**src/design/vertex_dedup_indexer_assert.svh**
```systemverilog
// assertion macros for the vertex dedup indexer scan sequencer (vdi_ctrl)
`ifndef VERTEX_DEDUP_INDEXER_ASSERT_SVH
`define VERTEX_DEDUP_INDEXER_ASSERT_SVH

// same-cycle implication, checked out of reset
`define VDI_ASSERT_NOW(lbl, ante, cons, msg) \
    lbl: assert property (@(posedge clk) disable iff (!rst_n) (ante) |-> (cons)) \
        else $error(msg);

// next-cycle implication, checked out of reset
`define VDI_ASSERT_NEXT(lbl, ante, cons, msg) \
    lbl: assert property (@(posedge clk) disable iff (!rst_n) (ante) |=> (cons)) \
        else $error(msg);

`endif

```
**src/design/vdi_pkg.sv**
```systemverilog
// shared constants, types and float compare for the vertex dedup indexer
package vdi_pkg;

    localparam int MAX_VERTICES = 1024;
    localparam int IDX_W        = (MAX_VERTICES > 1) ? $clog2(MAX_VERTICES) : 1;
    localparam int CNT_W        = $clog2(MAX_VERTICES + 1);
    localparam int OUT_IDX_W    = 10;
    localparam int FLT_W        = 32;
    localparam int CFG_ADDR_W   = 1;

    localparam logic [CFG_ADDR_W-1:0] CFG_HAS_TEXCOORDS = 1'b0;
    localparam logic [CFG_ADDR_W-1:0] CFG_HAS_NORMALS   = 1'b1;

    localparam logic [FLT_W-2:0] EXP_ALL_ONES = 31'h7F80_0000;

    typedef logic [FLT_W-1:0] flt_t;

    typedef struct packed {
        flt_t norm_z;
        flt_t norm_y;
        flt_t norm_x;
        flt_t tex_v;
        flt_t tex_u;
        flt_t pos_z;
        flt_t pos_y;
        flt_t pos_x;
    } vertex_t;

    typedef enum logic [1:0] {
        S_IDLE,
        S_SCAN,
        S_RESULT
    } state_t;

    typedef struct packed {
        logic             rd_en;
        logic [IDX_W-1:0] rd_addr;
        logic             wr_en;
        logic [IDX_W-1:0] wr_addr;
    } mem_req_t;

    // ieee single equality: nan never equal, +0 equals -0
    function automatic logic feq(flt_t a, flt_t b);
        logic [FLT_W-2:0] ma;
        logic [FLT_W-2:0] mb;
        ma = a[FLT_W-2:0];
        mb = b[FLT_W-2:0];
        if (ma > EXP_ALL_ONES || mb > EXP_ALL_ONES)
        begin
            return 1'b0;
        end
        if (ma == '0 && mb == '0)
        begin
            return 1'b1;
        end
        return a == b;
    endfunction

endpackage

```
**src/design/vdi_ctrl.sv**
```systemverilog
// scan sequencer: key capture, table walk, append and result register
`include "vertex_dedup_indexer_assert.svh"

module vdi_ctrl (
    input  logic                             clk,
    input  logic                             rst_n,
    input  logic                             has_texcoords,
    input  logic                             has_normals,
    input  logic                             in_valid,
    output logic                             in_ready,
    input  logic                             start_new,
    input  vdi_pkg::vertex_t                 in_vertex,
    output logic                             out_valid,
    input  logic                             out_ready,
    output logic [vdi_pkg::OUT_IDX_W-1:0]    out_index,
    output logic                             out_is_new,
    output logic                             out_full,
    output vdi_pkg::mem_req_t                mem_req,
    output vdi_pkg::vertex_t                 key,
    input  logic                             entry_match
);

    vdi_pkg::state_t                  state_reg, state_next;
    logic [vdi_pkg::CNT_W-1:0]        fill_reg, fill_next;
    logic [vdi_pkg::CNT_W-1:0]        scan_addr_reg, scan_addr_next;
    logic                             pend_reg, pend_next;
    logic [vdi_pkg::IDX_W-1:0]        pend_idx_reg, pend_idx_next;
    logic                             out_valid_reg, out_valid_next;
    logic [vdi_pkg::OUT_IDX_W-1:0]    out_idx_reg, out_idx_next;
    logic                             out_new_reg, out_new_next;
    logic                             out_full_reg, out_full_next;
    logic [vdi_pkg::OUT_IDX_W-1:0]    res_idx_reg, res_idx_next;
    logic                             res_new_reg, res_new_next;
    logic                             res_full_reg, res_full_next;
    vdi_pkg::vertex_t                 key_reg, key_next;

    logic issue;
    logic match;
    logic scan_end;
    logic out_free;

    assign issue    = scan_addr_reg < fill_reg;
    assign match    = pend_reg && entry_match;
    assign scan_end = !issue && !pend_reg;
    assign out_free = !out_valid_reg || out_ready;

    always_comb
    begin
        state_next = state_reg;
        unique case (state_reg)
            vdi_pkg::S_IDLE:
            begin
                if (in_valid)
                begin
                    state_next = vdi_pkg::S_SCAN;
                end
            end
            vdi_pkg::S_SCAN:
            begin
                if (match || scan_end)
                begin
                    state_next = vdi_pkg::S_RESULT;
                end
            end
            vdi_pkg::S_RESULT:
            begin
                if (out_free)
                begin
                    state_next = vdi_pkg::S_IDLE;
                end
            end
            default:
            begin
                state_next = vdi_pkg::S_IDLE;
            end
        endcase
    end

    always_comb
    begin
        fill_next      = fill_reg;
        scan_addr_next = scan_addr_reg;
        pend_next      = pend_reg;
        pend_idx_next  = pend_idx_reg;
        out_valid_next = out_valid_reg && !out_ready;
        out_idx_next   = out_idx_reg;
        out_new_next   = out_new_reg;
        out_full_next  = out_full_reg;
        res_idx_next   = res_idx_reg;
        res_new_next   = res_new_reg;
        res_full_next  = res_full_reg;
        key_next       = key_reg;
        mem_req        = '0;
        unique case (state_reg)
            vdi_pkg::S_IDLE:
            begin
                if (in_valid)
                begin
                    key_next = in_vertex;
                    if (!has_texcoords)
                    begin
                        key_next.tex_u = '0;
                        key_next.tex_v = '0;
                    end
                    if (!has_normals)
                    begin
                        key_next.norm_x = '0;
                        key_next.norm_y = '0;
                        key_next.norm_z = '0;
                    end
                    if (start_new)
                    begin
                        fill_next = '0;
                    end
                    scan_addr_next = '0;
                    pend_next      = 1'b0;
                end
            end
            vdi_pkg::S_SCAN:
            begin
                if (match)
                begin
                    res_idx_next  = vdi_pkg::OUT_IDX_W'(pend_idx_reg);
                    res_new_next  = 1'b0;
                    res_full_next = 1'b0;
                    pend_next     = 1'b0;
                end
                else if (scan_end)
                begin
                    if (fill_reg < vdi_pkg::CNT_W'(vdi_pkg::MAX_VERTICES))
                    begin
                        mem_req.wr_en   = 1'b1;
                        mem_req.wr_addr = fill_reg[vdi_pkg::IDX_W-1:0];
                        res_idx_next    = vdi_pkg::OUT_IDX_W'(fill_reg);
                        res_new_next    = 1'b1;
                        res_full_next   = 1'b0;
                        fill_next       = fill_reg + vdi_pkg::CNT_W'(1);
                    end
                    else
                    begin
                        res_idx_next  = '0;
                        res_new_next  = 1'b0;
                        res_full_next = 1'b1;
                    end
                end
                else
                begin
                    // walk one entry a cycle, compare lands in the cycle after the read
                    mem_req.rd_en   = issue;
                    mem_req.rd_addr = scan_addr_reg[vdi_pkg::IDX_W-1:0];
                    pend_next       = issue;
                    pend_idx_next   = scan_addr_reg[vdi_pkg::IDX_W-1:0];
                    if (issue)
                    begin
                        scan_addr_next = scan_addr_reg + vdi_pkg::CNT_W'(1);
                    end
                end
            end
            vdi_pkg::S_RESULT:
            begin
                if (out_free)
                begin
                    out_valid_next = 1'b1;
                    out_idx_next   = res_idx_reg;
                    out_new_next   = res_new_reg;
                    out_full_next  = res_full_reg;
                end
            end
            default:
            begin
                pend_next = 1'b0;
            end
        endcase
    end

    always_ff @(posedge clk or negedge rst_n)
    begin
        if (!rst_n)
        begin
            state_reg     <= vdi_pkg::S_IDLE;
            fill_reg      <= '0;
            pend_reg      <= 1'b0;
            out_valid_reg <= 1'b0;
        end
        else
        begin
            state_reg     <= state_next;
            fill_reg      <= fill_next;
            pend_reg      <= pend_next;
            out_valid_reg <= out_valid_next;
        end
    end

    always_ff @(posedge clk)
    begin
        scan_addr_reg <= scan_addr_next;
        pend_idx_reg  <= pend_idx_next;
        out_idx_reg   <= out_idx_next;
        out_new_reg   <= out_new_next;
        out_full_reg  <= out_full_next;
        res_idx_reg   <= res_idx_next;
        res_new_reg   <= res_new_next;
        res_full_reg  <= res_full_next;
        key_reg       <= key_next;
    end

    assign in_ready   = state_reg == vdi_pkg::S_IDLE;
    assign out_valid  = out_valid_reg;
    assign out_index  = out_idx_reg;
    assign out_is_new = out_new_reg;
    assign out_full   = out_full_reg;
    assign key        = key_reg;

    `VDI_ASSERT_NOW(a_rd_below_fill, mem_req.rd_en,
        vdi_pkg::CNT_W'(mem_req.rd_addr) < fill_reg, "table read beyond fill count")
    `VDI_ASSERT_NOW(a_wr_has_room, mem_req.wr_en,
        fill_reg < vdi_pkg::CNT_W'(vdi_pkg::MAX_VERTICES), "append into a full table")
    `VDI_ASSERT_NOW(a_no_rd_wr_overlap, mem_req.wr_en, !mem_req.rd_en && !pend_reg,
        "append while a table read is in flight")
    `VDI_ASSERT_NEXT(a_append_grows, mem_req.wr_en,
        fill_reg == $past(fill_reg) + vdi_pkg::CNT_W'(1), "fill count not advanced on append")

endmodule

```
**config.mk**
```make
export PLATFORM = sky130hd
export DESIGN_NAME = vdi_ctrl
export DESIGN_NICKNAME = d
export VERILOG_FILES = /design/src/design/vdi_pkg.sv /design/src/design/vdi_ctrl.sv
export VERILOG_INCLUDE_DIRS = /design/src /design/src/design
export SDC_FILE = /design/constraint.sdc
export NUM_CORES = 1
export LEC_CHECK = 0
export BUFFER_PORTS_ARGS = -buffer_cell sky130_fd_sc_hd__buf_2
export CAP_MARGIN = 20
export CORE_AREA = 5 5 213 215
export DETAILED_ROUTE_END_ITERATION = 10
export DIE_AREA = 0 0 218 220
export GPL_ROUTABILITY_DRIVEN = 0
export SYNTH_ARGS = -nofsm -noshare
export SYNTH_HDL_FRONTEND = slang
export SYNTH_SLANG_ARGS = --single-unit
export TNS_END_PERCENT = 1
```
**constraint.sdc**
```tcl
create_clock -name clk -period 9.2 [get_ports clk]
set_input_delay 0.46 -clock clk [delete_from_list [all_inputs] [get_ports clk]]
set_output_delay 0.46 -clock clk [all_outputs]
set_load 0.02 [all_outputs]
```
==> reports/metrics.yaml <==
power:
  power_density_mw_per_mm2: 296
  p_total_mw: 4.89
  p_leak_nw: 6.79
  vdd_drop_max_uv: 202
layout:
  layout-drive-gt1-share: 0.485
  area_growth_pct: 38.8
  mostFrequentLayoutCells: "554 x buf_2, 301 x edfxtp_1, 163 x and2_1"
  largest_reg_flops: 256
  final_cell_area_mm2: 0.0166
  nets: 1561
  instances_no_fill: 1908
  layout_commonest_cell: "buf_2"
sta:
  tightest_slew_ns: 1.07
  setup_ws_ns: 5.23
  rsz0062_at_grt: "false"
  tns_ns: 0
  clock.fmax_mhz: 252
  fin_skew_ns: 0.0160
  setup_viol: 0
  drv_slew: 0
  hold_viol: 0
  min_period_ns: 3.97
  fin_crit_sh: 0.432
  relSlewSlack: 0.288
die:
  die_h_um: 220
  io_pins: 556
  fp.dieW_um: 218
  dieArea_mm2: 0.0480
  initial_utilization: 0.274
  rows: 77
  core-area_mm2: 0.0435
synthesis:
  synthXorXnorAreaFrac: 0.00441
  ys_types: 51
  ys.flop_type: "edfxtp_1"
  yosys.area.top_type: "edfxtp_1"
  synth_compound_area_frac: 0.0500
  synth_area_mm2: 0.0119
  syn-num-nets: 992
  synth_warnings: 0
  synthSimpleGateAreaFrac: 0.122
  synth_fa_ha_area_frac: 0.0126
  synth-seq-cells: 316
  muxShareOfSynthArea: 0.00178
  async_flop_share: 0.0475
  synth_edf_count: 301
  synth_top_area_frac: 0.758
  syn_inst: 716
  yosysSeqAreaShare: 0.789
  avgSynthCellArea_um2: 16.7
  synth_top_family_by_area: "simple AND/OR/NAND/NOR gates"
  yosys-top-cells-area: "edfxtp_1 76%, and2_1 8.6%, dfrtp_1 3.1%, ha_1 1.3%, a211oi_2 0.94%"
critical_path:
  endpoint_kind: "primary output"
  critPathLaunchType: "flip-flop"
  worst_ep_arrival_time_ns: 3.51
  worstRegToRegCells: 7
  cp.required_ns: 8.74
  cp_max_fo: 13
  critical_path_class: "reg -> out"
cts:
  clk_latency_ns: 0.53
  clk_path_buf_depth: 3
  cts_htree_levels: 2
  cts_buffers: 37
  cts_sinks: 316
  cts_tree: "built"
  cts_root_buf: "clkbuf_16"
  clk_pin_slew_ns: 0.06
  cts_resized: 0
routing:
  vias_per_cell: 4.28
  drt-met1-wl_um: 14000
  first_iter_violations: 694
  wl_met2_um: 20600
  avgRoutedWirePerCell_um: 20.7
  drt-pass1-iter-count: 5
  wl_met3_um: 3750
  wl_um: 39600
  ant_nets: 0
  top_layer: "met5"
  drc_errors: 0
  num_vias: 8172
grt:
  grt_pass1_wl_um: 53800
  grt_usage: 0.152
  grt_max_degree: 97
  globalRouteOverflowTotal: 0
  grt_pass1_vias: 8141
  antenna_found_initial: 16
job:
  max-cap-violations: 0
status:
  status: "finished, final reports clean"
placed_design:
  port_buffers: 555
  dp.final_hpwl_um: 30000
  placed_area_mm2: 0.0154
  dp_slack_ns: 5.45
  placed_cells: 1837
hold_path:
  hold_class: "in -> reg"
  hold_path_depth: 1
==> kinds of logic after synthesis <==
family	Yosys count
AND/OR/NAND/NOR	252
flip-flops	316
adder cells (fa/ha/maj)	12
AO/OA/AOI/OAI	72
XOR/XNOR	6
multiplexers	2
buffers and inverters	56
==> power breakdown <==
part           leakage (nW)  internal [mW]  switching, mW  total (mW)
Sequential             3.07           2.02          0.125        2.14
Clock                 0.577          0.866          0.571        1.44
Combinational          3.15          0.362          0.951        1.31
Total                  6.79           3.25           1.65        4.89
==> critical path, cell delays in order (launching register included) <==
cell      delay [ns]
dfrtp_1         0.40
inv_1           0.13
ha_1            0.34
and3_4          0.19
a221o_1         0.34
a41oi_2         0.56
o211ai_2        0.46
a211oi_1        0.35
buf_2           0.21
==> through the flow <==
| step | utilization | hold WS, ns |
|---|---|---|
| global placement | 0.352 | 0.395 |
| CTS | 0.380 | 0.0603 |
| floorplan | - | 0.164 |
| finish | 0.380 | 0.104 |
| detailed placement | 0.353 | 0.401 |
| global route | 0.380 | 0.0635 |
==> path summary, 6_finish.rpt <==
path	from	end	slack [ns]
worst min register to register	res_idx_reg[8]	out_index[8]	0.42
worst min-delay path	in_vertex[20]	key[20]	0.10
worst max register to register	fill_reg[7]	pend_idx_reg[9]	5.41
worst max-delay path	fill_reg[7]	mem_req[11]	5.23
min in group asynchronous	rst_n	state_reg[0]	0.38
max in group asynchronous	rst_n	fill_reg[1]	8.53
==> synth_stat cells, types with 2 or more instances <==
master     count
a211oi_2       9
inv_1         24
buf_6          3
ha_1          12
nor3_1         2
o211ai_1       4
or3_1          4
nor2_1        24
o21ai_1        3
edfxtp_1     301
buf_1          2
nand3_1       14
nor2b_1        3
o21ai_0       13
a21oi_1        8
nand4_1        2
o41ai_2        3
xnor2_1        6
a21o_1         2
clkbuf_1      24
nand2b_1       4
o31ai_1       11
nand2_1       29
and2_1       163
o2111ai_1      6
dfrtp_1       15
==> cell type report <==
class / count / area (um2)
Fill cell: 4224 / 27000
Sequential cell: 316 / 9410
Antenna cell: 7 / 17.5
Multi-Input combinational cell: 344 / 2270
Timing Repair Buffer: 561 / 2830
Inverter: 25 / 101
Clock buffer: 44 / 973
Tap cell: 592 / 741
Clock inverter: 19 / 203
==> layer usage <==
layer | global-route usage | up-vias
li1 | - | 3770
met1 | 0.165 | 3954
met2 | 0.271 | 359
met3 | 0.0610 | 75
met4 | 0.0490 | 14
met5 | 0 | -
==> timing repair <==
action,CTS,global route
hold endpoints to repair,15,0
endpoints found under the setup margin,0,0
buffers inserted,0,0
hold buffers,1,0
No activity file was read; power rests on OpenSTA's default activity.
